### src/rtl/subnet_direction_rate_meter_unit_defines.svh
// Assertion macros for the top RTL file of the subnet direction rate meter.
`ifndef SUBNET_DIRECTION_RATE_METER_UNIT_DEFINES_SVH
`define SUBNET_DIRECTION_RATE_METER_UNIT_DEFINES_SVH

// The consequent must hold in the same cycle as the antecedent.
`define SDRM_ASSERT_SAME(label, clk, rst_n, ante, cons) \
    label: assert property (@(posedge clk) disable iff (!rst_n) (ante) |-> (cons)) \
        else $error("sdrm: same-cycle check failed");

// The consequent must hold in the cycle after the antecedent.
`define SDRM_ASSERT_NEXT(label, clk, rst_n, ante, cons) \
    label: assert property (@(posedge clk) disable iff (!rst_n) (ante) |=> (cons)) \
        else $error("sdrm: next-cycle check failed");

`endif

### src/rtl/sdrm_pkg.sv
`default_nettype none

package sdrm_pkg;

    localparam int COUNT_WIDTH     = 40;
    localparam int OUT_WIDTH       = 40;
    localparam int ADDR_WIDTH      = 32;
    localparam int LEN_WIDTH       = 16;
    localparam int ETYPE_WIDTH     = 16;
    localparam int MS_WIDTH        = 32;
    localparam int IVL_WIDTH       = 16;
    localparam int DIR_WIDTH       = 3;
    localparam int CFG_INDEX_WIDTH = 2;
    localparam int CFG_DATA_WIDTH  = 32;
    localparam int RATE_SEL_WIDTH  = 2;
    localparam int NUM_RATES       = 4;

    // Multiplying by 1000 adds at most 10 bits.
    localparam int PROD_WIDTH = COUNT_WIDTH + 10;
    localparam int STEP_WIDTH = $clog2(PROD_WIDTH);

    // 1000 = 1024 - 32 + 8
    localparam int MUL_SHIFT_HI  = 10;
    localparam int MUL_SHIFT_MID = 5;
    localparam int MUL_SHIFT_LO  = 3;

    localparam logic [COUNT_WIDTH-1:0] COUNT_MAX = {COUNT_WIDTH{1'b1}};
    localparam logic [IVL_WIDTH-1:0]   INTERVAL_RESET = IVL_WIDTH'(1000);
    localparam logic [ETYPE_WIDTH-1:0] ETHERTYPE_IPV4 = 16'h0800;

    localparam logic CMD_PACKET = 1'b0;
    localparam logic CMD_TICK   = 1'b1;

    localparam logic [CFG_INDEX_WIDTH-1:0] CFG_NET_ADDRESS = 2'd0;
    localparam logic [CFG_INDEX_WIDTH-1:0] CFG_NET_MASK    = 2'd1;
    localparam logic [CFG_INDEX_WIDTH-1:0] CFG_INTERVAL    = 2'd2;

    localparam logic [RATE_SEL_WIDTH-1:0] RATE_TOTAL    = 2'd0;
    localparam logic [RATE_SEL_WIDTH-1:0] RATE_INBOUND  = 2'd1;
    localparam logic [RATE_SEL_WIDTH-1:0] RATE_OUTBOUND = 2'd2;
    localparam logic [RATE_SEL_WIDTH-1:0] RATE_LOCAL    = 2'd3;

    localparam logic [DIR_WIDTH-1:0] DIR_LOCAL    = 3'd0;
    localparam logic [DIR_WIDTH-1:0] DIR_OUTBOUND = 3'd1;
    localparam logic [DIR_WIDTH-1:0] DIR_INBOUND  = 3'd2;
    localparam logic [DIR_WIDTH-1:0] DIR_EXTERNAL = 3'd3;
    localparam logic [DIR_WIDTH-1:0] DIR_NONE     = 3'd4;

    typedef struct packed {
        logic                   cmd;
        logic [ETYPE_WIDTH-1:0] frame_type;
        logic [ADDR_WIDTH-1:0]  src_addr;
        logic [ADDR_WIDTH-1:0]  dst_addr;
        logic [LEN_WIDTH-1:0]   wire_length;
    } t_item;

    typedef struct packed {
        logic [OUT_WIDTH-1:0] total_rate;
        logic [OUT_WIDTH-1:0] inbound_rate;
        logic [OUT_WIDTH-1:0] outbound_rate;
        logic [OUT_WIDTH-1:0] local_rate;
        logic [DIR_WIDTH-1:0] direction;
        logic                 window_closed;
    } t_result;

    typedef struct packed {
        logic busy;
        logic done;
    } t_div_status;

    // Saturating add of a packet length to a window counter.
    function automatic logic [COUNT_WIDTH-1:0] sat_add(
        input logic [COUNT_WIDTH-1:0] a,
        input logic [LEN_WIDTH-1:0]   len
    );
        logic [COUNT_WIDTH:0] sum;
        begin
            sum = {1'b0, a} + (COUNT_WIDTH + 1)'(len);
            return sum[COUNT_WIDTH] ? COUNT_MAX : sum[COUNT_WIDTH-1:0];
        end
    endfunction

    // Clamp a counter-wide rate to the output field width.
    function automatic logic [OUT_WIDTH-1:0] out_sat(input logic [COUNT_WIDTH-1:0] v);
        logic [COUNT_WIDTH+OUT_WIDTH-1:0] wide;
        logic [COUNT_WIDTH+OUT_WIDTH-1:0] lim;
        begin
            wide = (COUNT_WIDTH + OUT_WIDTH)'(v);
            lim  = (COUNT_WIDTH + OUT_WIDTH)'({OUT_WIDTH{1'b1}});
            return (wide > lim) ? {OUT_WIDTH{1'b1}} : wide[OUT_WIDTH-1:0];
        end
    endfunction

endpackage

`default_nettype wire

### src/rtl/sdrm_classify.sv
`default_nettype none

// Sorts an IPv4 packet by whether its source and destination lie in the local subnet.
module sdrm_classify (
    input  wire logic [sdrm_pkg::ETYPE_WIDTH-1:0] i_frame_type,
    input  wire logic [sdrm_pkg::ADDR_WIDTH-1:0]  i_src_addr,
    input  wire logic [sdrm_pkg::ADDR_WIDTH-1:0]  i_dst_addr,
    input  wire logic [sdrm_pkg::ADDR_WIDTH-1:0]  i_net_address,
    input  wire logic [sdrm_pkg::ADDR_WIDTH-1:0]  i_net_mask,
    output logic      [sdrm_pkg::DIR_WIDTH-1:0]   o_direction
);

    logic src_in;
    logic dst_in;

    assign src_in = (i_src_addr & i_net_mask) == i_net_address;
    assign dst_in = (i_dst_addr & i_net_mask) == i_net_address;

    always_comb begin
        if (i_frame_type != sdrm_pkg::ETHERTYPE_IPV4) begin
            o_direction = sdrm_pkg::DIR_NONE;
        end else if (src_in && dst_in) begin
            o_direction = sdrm_pkg::DIR_LOCAL;
        end else if (src_in) begin
            o_direction = sdrm_pkg::DIR_OUTBOUND;
        end else if (dst_in) begin
            o_direction = sdrm_pkg::DIR_INBOUND;
        end else begin
            o_direction = sdrm_pkg::DIR_EXTERNAL;
        end
    end

endmodule

`default_nettype wire

### src/rtl/sdrm_divider.sv
`default_nettype none

// Shared rate unit: multiplies a byte count by 1000 in two add steps, then
// divides by the elapsed milliseconds one quotient bit per cycle.
module sdrm_divider (
    input  wire logic                               i_clk,
    input  wire logic                               i_rst_n,
    input  wire logic                               i_start,
    input  wire logic [sdrm_pkg::COUNT_WIDTH-1:0]   i_dividend,
    input  wire logic [sdrm_pkg::MS_WIDTH-1:0]      i_divisor,
    output logic      [sdrm_pkg::COUNT_WIDTH-1:0]   o_quotient,
    output sdrm_pkg::t_div_status                   o_status
);

    localparam int PW = sdrm_pkg::PROD_WIDTH;
    localparam int MW = sdrm_pkg::MS_WIDTH;

    typedef enum logic [4:0] {
        DV_IDLE  = 5'b00001,
        DV_MUL_A = 5'b00010,
        DV_MUL_B = 5'b00100,
        DV_STEP  = 5'b01000,
        DV_DONE  = 5'b10000
    } t_dv_state;

    t_dv_state                             r_state, n_state;
    logic [sdrm_pkg::COUNT_WIDTH-1:0]      r_src, n_src;
    logic [MW-1:0]                         r_div, n_div;
    logic [MW-1:0]                         r_rem, n_rem;
    logic [PW-1:0]                         r_prod, n_prod;
    logic [sdrm_pkg::STEP_WIDTH-1:0]       r_cnt, n_cnt;

    logic [MW:0] shifted;
    logic        fits;

    assign shifted = {r_rem, r_prod[PW-1]};
    assign fits    = shifted >= {1'b0, r_div};

    always_comb begin
        n_state = r_state;
        n_src   = r_src;
        n_div   = r_div;
        n_rem   = r_rem;
        n_prod  = r_prod;
        n_cnt   = r_cnt;
        case (r_state)
            DV_IDLE: begin
                if (i_start) begin
                    n_src   = i_dividend;
                    n_div   = i_divisor;
                    n_rem   = '0;
                    n_cnt   = sdrm_pkg::STEP_WIDTH'(PW - 1);
                    n_state = DV_MUL_A;
                end
            end
            DV_MUL_A: begin
                n_prod  = (PW'(r_src) << sdrm_pkg::MUL_SHIFT_HI)
                        - (PW'(r_src) << sdrm_pkg::MUL_SHIFT_MID);
                n_state = DV_MUL_B;
            end
            DV_MUL_B: begin
                n_prod  = r_prod + (PW'(r_src) << sdrm_pkg::MUL_SHIFT_LO);
                n_state = DV_STEP;
            end
            DV_STEP: begin
                // The remainder stays below the divisor, so it fits MW bits.
                n_rem  = fits ? MW'(shifted - {1'b0, r_div}) : shifted[MW-1:0];
                n_prod = {r_prod[PW-2:0], fits};
                n_cnt  = r_cnt - 1'b1;
                if (r_cnt == '0) begin
                    n_state = DV_DONE;
                end
            end
            DV_DONE: begin
                n_state = DV_IDLE;
            end
            default: begin
                n_state = DV_IDLE;
            end
        endcase
    end

    always_ff @(posedge i_clk) begin
        if (!i_rst_n) begin
            r_state <= DV_IDLE;
        end else begin
            r_state <= n_state;
        end
        r_src  <= n_src;
        r_div  <= n_div;
        r_rem  <= n_rem;
        r_prod <= n_prod;
        r_cnt  <= n_cnt;
    end

    assign o_quotient    = (r_prod > PW'(sdrm_pkg::COUNT_MAX))
                         ? sdrm_pkg::COUNT_MAX : r_prod[sdrm_pkg::COUNT_WIDTH-1:0];
    assign o_status.busy = r_state != DV_IDLE;
    assign o_status.done = r_state == DV_DONE;

endmodule

`default_nettype wire

### src/rtl/subnet_direction_rate_meter_unit.sv
`default_nettype none

// Subnet direction rate meter. Each input transaction is either a packet
// descriptor or a one millisecond tick, and each produces exactly one result
// transaction carrying the current total, inbound, outbound and local byte
// rates, the packet's direction and a flag that marks a closed window. A tick
// or a packet that does not close a window passes through the execute and
// output states before the block is ready again. A packet that arrives after
// more than update_interval_ms ticks closes the window: the four rates are
// then worked out one after another by a single shared multiply-by-1000 and
// restoring divide unit, which runs a start, two add steps for the multiply,
// 50 quotient bits and a finish for each rate. A finished result waits in an
// output register while the next transaction is accepted. Configuration
// registers (subnet address, subnet mask, interval) are written through a
// plain write port and take effect on the next transaction; write them only
// while the block is idle.
module subnet_direction_rate_meter_unit (
    input  wire logic                                   i_clk,
    input  wire logic                                   i_rst_n,
    input  wire logic                                   i_in_valid,
    output logic                                        o_in_ready,
    input  wire sdrm_pkg::t_item                        i_item,
    output logic                                        o_out_valid,
    input  wire logic                                   i_out_ready,
    output sdrm_pkg::t_result                           o_result,
    input  wire logic                                   i_cfg_we,
    input  wire logic [sdrm_pkg::CFG_INDEX_WIDTH-1:0]   i_cfg_index,
    input  wire logic [sdrm_pkg::CFG_DATA_WIDTH-1:0]    i_cfg_data
);

`include "subnet_direction_rate_meter_unit_defines.svh"

    localparam int CW = sdrm_pkg::COUNT_WIDTH;
    localparam int MW = sdrm_pkg::MS_WIDTH;

    // Sequencer states.
    typedef enum logic [4:0] {
        ST_IDLE      = 5'b00001,
        ST_EXEC      = 5'b00010,
        ST_DIV_START = 5'b00100,
        ST_DIV_WAIT  = 5'b01000,
        ST_OUT       = 5'b10000
    } t_state;

    t_state                                   r_state, n_state;
    sdrm_pkg::t_item                          r_item;

    // Configuration registers.
    logic [sdrm_pkg::ADDR_WIDTH-1:0]          r_net_address;
    logic [sdrm_pkg::ADDR_WIDTH-1:0]          r_net_mask;
    logic [sdrm_pkg::IVL_WIDTH-1:0]           r_interval;

    // Window state and rate registers.
    logic [MW-1:0]                            r_elapsed_ms, n_elapsed_ms;
    logic [CW-1:0]                            r_total, n_total;
    logic [CW-1:0]                            r_in, n_in;
    logic [CW-1:0]                            r_out, n_out;
    logic [CW-1:0]                            r_local, n_local;
    logic [CW-1:0]                            r_rate [sdrm_pkg::NUM_RATES];
    logic [sdrm_pkg::RATE_SEL_WIDTH-1:0]      r_sel, n_sel;

    // Per-transaction result bits and the output register.
    logic [sdrm_pkg::DIR_WIDTH-1:0]           r_dir, n_dir;
    logic                                     r_closed, n_closed;
    logic                                     r_out_valid, n_out_valid;
    sdrm_pkg::t_result                        r_result;

    logic [sdrm_pkg::DIR_WIDTH-1:0]           cls_dir;
    logic [CW-1:0]                            total_add;
    logic [CW-1:0]                            len_ext;
    logic [CW-1:0]                            div_dividend;
    logic [CW-1:0]                            div_quotient;
    logic                                     div_start;
    sdrm_pkg::t_div_status                    div_stat;
    logic                                     rate_we;
    logic                                     out_load;
    logic                                     in_fire;

    sdrm_classify u_classify (
        .i_frame_type  (r_item.frame_type),
        .i_src_addr    (r_item.src_addr),
        .i_dst_addr    (r_item.dst_addr),
        .i_net_address (r_net_address),
        .i_net_mask    (r_net_mask),
        .o_direction   (cls_dir)
    );

    sdrm_divider u_divider (
        .i_clk      (i_clk),
        .i_rst_n    (i_rst_n),
        .i_start    (div_start),
        .i_dividend (div_dividend),
        .i_divisor  (r_elapsed_ms),
        .o_quotient (div_quotient),
        .o_status   (div_stat)
    );

    assign o_in_ready = r_state == ST_IDLE;
    assign in_fire    = i_in_valid && o_in_ready;
    assign out_load   = (r_state == ST_OUT) && (!r_out_valid || i_out_ready);
    assign total_add  = sdrm_pkg::sat_add(r_total, r_item.wire_length);
    assign len_ext    = CW'(r_item.wire_length);
    assign div_start  = r_state == ST_DIV_START;
    assign rate_we    = (r_state == ST_DIV_WAIT) && div_stat.done;

    // The divider works through the counters in rate register order.
    always_comb begin
        case (r_sel)
            sdrm_pkg::RATE_TOTAL:    div_dividend = r_total;
            sdrm_pkg::RATE_INBOUND:  div_dividend = r_in;
            sdrm_pkg::RATE_OUTBOUND: div_dividend = r_out;
            sdrm_pkg::RATE_LOCAL:    div_dividend = r_local;
            default:                 div_dividend = r_total;
        endcase
    end

    always_comb begin
        n_state      = r_state;
        n_elapsed_ms = r_elapsed_ms;
        n_total      = r_total;
        n_in         = r_in;
        n_out        = r_out;
        n_local      = r_local;
        n_sel        = r_sel;
        n_dir        = r_dir;
        n_closed     = r_closed;
        n_out_valid  = r_out_valid;

        if (r_out_valid && i_out_ready) begin
            n_out_valid = 1'b0;
        end

        case (r_state)
            ST_IDLE: begin
                if (in_fire) begin
                    n_state = ST_EXEC;
                end
            end
            ST_EXEC: begin
                if (r_item.cmd == sdrm_pkg::CMD_TICK) begin
                    // Ticks only advance time; they never close a window.
                    if (r_elapsed_ms != {MW{1'b1}}) begin
                        n_elapsed_ms = r_elapsed_ms + 1'b1;
                    end
                    n_dir    = sdrm_pkg::DIR_NONE;
                    n_closed = 1'b0;
                    n_state  = ST_OUT;
                end else begin
                    n_total = total_add;
                    n_dir   = cls_dir;
                    if (r_elapsed_ms > MW'(r_interval)) begin
                        // The closing packet's bytes count in the old total.
                        n_closed = 1'b1;
                        n_sel    = sdrm_pkg::RATE_TOTAL;
                        n_state  = ST_DIV_START;
                    end else begin
                        n_closed = 1'b0;
                        case (cls_dir)
                            sdrm_pkg::DIR_LOCAL:
                                n_local = sdrm_pkg::sat_add(r_local, r_item.wire_length);
                            sdrm_pkg::DIR_OUTBOUND:
                                n_out = sdrm_pkg::sat_add(r_out, r_item.wire_length);
                            sdrm_pkg::DIR_INBOUND:
                                n_in = sdrm_pkg::sat_add(r_in, r_item.wire_length);
                            default: begin
                                n_total = total_add;
                            end
                        endcase
                        n_state = ST_OUT;
                    end
                end
            end
            ST_DIV_START: begin
                n_state = ST_DIV_WAIT;
            end
            ST_DIV_WAIT: begin
                if (div_stat.done) begin
                    if (r_sel == sdrm_pkg::RATE_LOCAL) begin
                        // Restart the window; the closing packet's direction
                        // bytes open the new one.
                        n_elapsed_ms = '0;
                        n_total      = '0;
                        n_in    = (r_dir == sdrm_pkg::DIR_INBOUND)  ? len_ext : '0;
                        n_out   = (r_dir == sdrm_pkg::DIR_OUTBOUND) ? len_ext : '0;
                        n_local = (r_dir == sdrm_pkg::DIR_LOCAL)    ? len_ext : '0;
                        n_state = ST_OUT;
                    end else begin
                        n_sel   = r_sel + 1'b1;
                        n_state = ST_DIV_START;
                    end
                end
            end
            ST_OUT: begin
                if (out_load) begin
                    n_out_valid = 1'b1;
                    n_state     = ST_IDLE;
                end
            end
            default: begin
                n_state = ST_IDLE;
            end
        endcase
    end

    always_ff @(posedge i_clk) begin
        if (!i_rst_n) begin
            r_state       <= ST_IDLE;
            r_out_valid   <= 1'b0;
            r_net_address <= '0;
            r_net_mask    <= '0;
            r_interval    <= sdrm_pkg::INTERVAL_RESET;
            r_elapsed_ms  <= '0;
            r_total       <= '0;
            r_in          <= '0;
            r_out         <= '0;
            r_local       <= '0;
            r_sel         <= sdrm_pkg::RATE_TOTAL;
            r_dir         <= sdrm_pkg::DIR_NONE;
            r_closed      <= 1'b0;
            for (int i = 0; i < sdrm_pkg::NUM_RATES; i++) begin
                r_rate[i] <= '0;
            end
        end else begin
            r_state      <= n_state;
            r_out_valid  <= n_out_valid;
            r_elapsed_ms <= n_elapsed_ms;
            r_total      <= n_total;
            r_in         <= n_in;
            r_out        <= n_out;
            r_local      <= n_local;
            r_sel        <= n_sel;
            r_dir        <= n_dir;
            r_closed     <= n_closed;
            if (rate_we) begin
                r_rate[r_sel] <= div_quotient;
            end
            if (i_cfg_we) begin
                case (i_cfg_index)
                    sdrm_pkg::CFG_NET_ADDRESS: begin
                        r_net_address <= i_cfg_data[sdrm_pkg::ADDR_WIDTH-1:0];
                    end
                    sdrm_pkg::CFG_NET_MASK: begin
                        r_net_mask <= i_cfg_data[sdrm_pkg::ADDR_WIDTH-1:0];
                    end
                    sdrm_pkg::CFG_INTERVAL: begin
                        r_interval <= i_cfg_data[sdrm_pkg::IVL_WIDTH-1:0];
                    end
                    default: begin
                        r_interval <= r_interval;
                    end
                endcase
            end
        end
    end

    // The input transaction and the result are payload and need no reset.
    always_ff @(posedge i_clk) begin
        if (in_fire) begin
            r_item <= i_item;
        end
        if (out_load) begin
            r_result.total_rate    <= sdrm_pkg::out_sat(r_rate[sdrm_pkg::RATE_TOTAL]);
            r_result.inbound_rate  <= sdrm_pkg::out_sat(r_rate[sdrm_pkg::RATE_INBOUND]);
            r_result.outbound_rate <= sdrm_pkg::out_sat(r_rate[sdrm_pkg::RATE_OUTBOUND]);
            r_result.local_rate    <= sdrm_pkg::out_sat(r_rate[sdrm_pkg::RATE_LOCAL]);
            r_result.direction     <= r_dir;
            r_result.window_closed <= r_closed;
        end
    end

    assign o_out_valid = r_out_valid;
    assign o_result    = r_result;

    // The shared divider runs only while the sequencer waits on it.
    `SDRM_ASSERT_SAME(a_div_busy_in_wait, i_clk, i_rst_n,
        div_stat.busy, r_state == ST_DIV_WAIT)
    // An accepted transaction holds off the next one.
    `SDRM_ASSERT_NEXT(a_one_in_flight, i_clk, i_rst_n,
        in_fire, !o_in_ready)
    // A result that reports a closed window leaves the elapsed time cleared.
    `SDRM_ASSERT_NEXT(a_closed_clears_time, i_clk, i_rst_n,
        out_load && r_closed, r_elapsed_ms == '0)

endmodule

`default_nettype wire

### config.mk
export PLATFORM = sky130hd
export DESIGN_NAME = subnet_direction_rate_meter_unit
export DESIGN_NICKNAME = d
export VERILOG_FILES = /design/src/rtl/sdrm_pkg.sv /design/src/rtl/sdrm_classify.sv /design/src/rtl/sdrm_divider.sv /design/src/rtl/subnet_direction_rate_meter_unit.sv
export VERILOG_INCLUDE_DIRS = /design/src /design/src/rtl
export SDC_FILE = /design/constraint.sdc
export NUM_CORES = 2
export LEC_CHECK = 0
export BUFFER_PORTS_ARGS = -buffer_cell sky130_fd_sc_hd__buf_2
export CORE_MARGIN = 5
export CORE_UTILIZATION = 40
export CTS_CLUSTER_DIAMETER = 200
export DETAILED_ROUTE_END_ITERATION = 12
export GPL_TIMING_DRIVEN = 0
export PLACE_DENSITY_LB_ADDON = 0.2
export SLEW_MARGIN = 40
export SYNTH_ARGS = -nofsm -noshare
export SYNTH_HDL_FRONTEND = slang
export SYNTH_SLANG_ARGS = --single-unit
### constraint.sdc
create_clock -name i_clk -period 15.3 [get_ports i_clk]
set_clock_uncertainty 0.15 [all_clocks]
set_input_delay 1.53 -clock i_clk [delete_from_list [all_inputs] [get_ports i_clk]]
set_output_delay 1.53 -clock i_clk [all_outputs]
set_load 0.02 [all_outputs]
==> reports/qor.csv <==
stage;metric;value;unit
pwr;static leakage;19.9;nW
worst_setup_path;Worst Setup Start Kind;flop;
pwr;P_int;4.01;mW
detailed_routing;Vias;34769;
worst_setup_path;critical path endpoint category;flop;
worst_setup_path;critical path endpoint;r_rate[2][27];
place;Port Buf Inserts;301;
synth;post-synthesis average cell area;10.2;um2
synth;sequential share of the synthesized area;0.529;
detailed_routing;TritonRoute pass-1 iters;7;
timing;period utilization;0.302;
clocking;CTS hold repair buffers;0;
grt;initial antenna violation count;3;
clocking;CTS Root Cell;clkbuf_16;
pwr;Psw;1.23;mW
cells_and_area;Core Util, Final;0.470;
synth;Post-Syn Area;44000;um2
synth;Net Count, Synth;4625;
synth;most frequent cells after synthesis;edfxtp_1, a21oi_1, nor2_1;
synth;Synth Warn #;0;
timing;Tmin final;4.62;ns
timing;max_slew headroom;0.341;
cells_and_area;Layout area overhead;16.5;%
cells_and_area;Filler Cell Count;10245;
synth;Post-synth EDFFs;581;
grt;first-pass GRT wire length;196;mm
pwr;Cell Pwr Density;102;nW/um2
detailed_routing;DRC;0;
clocking;CTS Buf Count;97;
detailed_routing;routed len/inst;20.7;um
clocking;# resized after CTS;0;
synth;post-synth top area share;0.397;
floorplanning;die area;117000;um2
timing;Setup violations, final;0;
place;HPWL Detailed;97.6;mm
detailed_routing;antenna viol nets, final;0;
floorplanning;Core Rows;121;
clocking;CTS tree;done;
timing;Hold Slack;0.261;ns
synth;number of synthesized register bits;870;
grt;Overflow after GRT;0;
clocking;setup bufs post-CTS;0;
floorplanning;core area;109000;um2
detailed_routing;Iter 0 DRT Violations;3314;
timing;Max Fclk;216;MHz
clocking;register clock-pin slew on the reported worst setup and hold paths;0.06;ns
place;GPL Wtd Cong;0.984;
pwr;Clock Power Share;0.448;
floorplanning;I/O pin count;302;
synth;cells after synthesis;4288;
pwr;Logic pwr share;0.054;
worst_setup_path;critical path fanouts, max;22;
clocking;clk sink count;870;
grt;Total Routing Usage GR;0.213;
min_path;HP Class;flop to flop;
worst_setup_path;Arr. time, crit path;4.85;ns
cells_and_area;layout cell share with drive strength beyond 1;0.128;
clocking;worst skew pair latency;0.69;ns
synth;dominant cells by area after synthesis;edfxtp_1, dfxtp_1, ha_1;
worst_setup_path;Worst Setup SP;r_state[4];
timing;unrepaired setup endpoints after global routing;no;
timing;setup TNS;0;ns
run;Max Cap Viol;0;
detailed_routing;DRT Wirelength;129;mm
synth;count leader, synth;edfxtp_1;
worst_setup_path;worst reg2reg endpoint;r_rate[2][27];
worst_setup_path;Crit path required time;15.53;ns
timing;count of pins over their slew limit;0;
worst_setup_path;worst reg-to-reg path cell count;8;
timing;Final Hold Fails;0;
synth;asr flop ratio synth;0;
outcome;status;finished clean;
place;placed instance count;6039;
pwr;Tot Pwr;5.23;mW
clocking;CTS H-tree lvls;3;
worst_setup_path;reg2reg start;r_state[4];
pwr;sw frac;0.234;
floorplanning;Die X;341;um
synth;most common flop cell mapped by yosys;edfxtp_1;
worst_setup_path;reg-to-reg slack, setup;10.68;ns
floorplanning;Die H;341;um
grt;largest net degree at the start of global routing;46;
pwr;worst vdd ir;0.0992;mV
pwr;register share of total power;0.498;
detailed_routing;vias per cell;5.59;
synth;post-synthesis cell type with the largest combined area;edfxtp_1;
cells_and_area;Final Instance Count excl. Fillers;6224;
cells_and_area;post-layout net count;5061;
worst_setup_path;WS Path Type;flop to flop;
floorplanning;Initial Util;0.403;
clocking;worst-case clock buffer depth;3;
grt;vias in the first global route;32921;
synth;Distinct cells, synth;95;
timing;worst slew pin tran;0.989;ns
## power by group through the flow
stage               Clock (mW)  Combinational, mW  Sequential, mW
floorplan                    0              0.178            2.64
global placement             0              0.264            2.66
detailed placement           0              0.277            2.66
CTS                       2.40              0.279            2.61
global route              2.49              0.309            2.61
finish                    2.34              0.280            2.61
## worst min path at each step
stage,end,startpoint,slack (ns),depth (start not counted)
CTS,o_result[135],r_rate[0][11],0.26,0
floorplan,o_result[100],r_rate[1][16],0.25,0
global placement,o_result[19],r_rate[3][15],0.25,0
global route,o_result[78],r_rate[2][34],0.27,0
finish,o_result[47],r_rate[2][3],0.26,0
detailed placement,o_result[14],r_rate[3][10],0.25,0
## stage by stage
step / setup slack [ns] / cell area (um2)
after floorplan: 5.57 / 44000
after global placement: 1.75 / 47200
after detailed placement: 10.47 / 48000
after CTS: 10.64 / 51200
after global routing: 10.40 / 51200
final: 10.68 / 51200
## kinds of logic after synthesis
group / after synthesis / synth area share
muxes: 70 / 0.0159
xor gates and xnor gates: 211 / 0.0420
adders and majority gates: 201 / 0.0582
buffers and inverters: 386 / 0.0341
DFF: 870 / 0.529
and+or+nand+nor: 1303 / 0.140
AOI/OAI and AO/OA: 1247 / 0.181
## area by class of cell
type | count | area (um2) | area share
diodes | 3 | 7.51 | 0.000147
plain buffers | 196 | 798 | 0.0156
clock buffers | 127 | 2650 | 0.0517
clock inverters | 55 | 584 | 0.0114
inverters | 190 | 713 | 0.0139
multi-input cells | 3032 | 19400 | 0.378
flip-flops and latches | 870 | 23200 | 0.454
well taps | 1414 | 1770 | 0.0345
repair buffers | 337 | 2100 | 0.0410
## routing by layer
metal  vias to the layer above  GRT usage  wire length [um]
li1                      16796          -                 -
met1                     16537      0.304             58200
met2                      1211      0.337             58100
met3                       225     0.0292              8640
met4                         0     0.0674              4020
met5                         -          0                 0
## cell usage in the layout, fill, tap and decap left out, types with 29 or more instances in the layout
| cell type | netlist | layout |
|---|---|---|
| a211oi_1 | 41 | 41 |
| a31oi_1 | 70 | 69 |
| ha_1 | 195 | 195 |
| buf_2 | 28 | 338 |
| o211ai_1 | 29 | 29 |
| a22oi_1 | 29 | 29 |
| nand2_1 | 388 | 385 |
| nand3_1 | 92 | 92 |
| xnor2_1 | 122 | 122 |
| o21a_1 | 33 | 33 |
| o21ai_0 | 261 | 260 |
| nand4_1 | 58 | 58 |
| edfxtp_1 | 581 | 581 |
| nor3_1 | 76 | 72 |
| xor2_1 | 89 | 89 |
| clkbuf_16 | 0 | 97 |
| dfxtp_1 | 289 | 289 |
| inv_1 | 189 | 189 |
| nor4_1 | 31 | 30 |
| clkbuf_1 | 156 | 166 |
| a222oi_1 | 40 | 40 |
| a21oi_1 | 432 | 432 |
| nor2_1 | 409 | 406 |
| and3_1 | 62 | 62 |
| a21o_1 | 101 | 101 |
| mux2i_1 | 70 | 70 |
## flip-flops by register name, indices dropped and copies added, names as in the netlist, 40 cells and up
| name | count |
|---|---|
| r_in | 40 |
| r_local | 40 |
| r_out | 40 |
| r_total | 40 |
| r_rate | 160 |
| u_divider.r_prod | 50 |
| o_result | 164 |
| r_item | 81 |
| u_divider.r_src | 40 |
## worst max-delay path, cell delays in order (launching register included)
cell,delay [ns]
dfxtp_1,0.33
or3_1,0.45
nor3b_4,0.71
nand3_1,0.67
or3_1,0.56
clkbuf_1,0.39
clkbuf_1,0.39
nand2_4,0.43
buf_16,0.22
(Power assumes the default switching activity.)
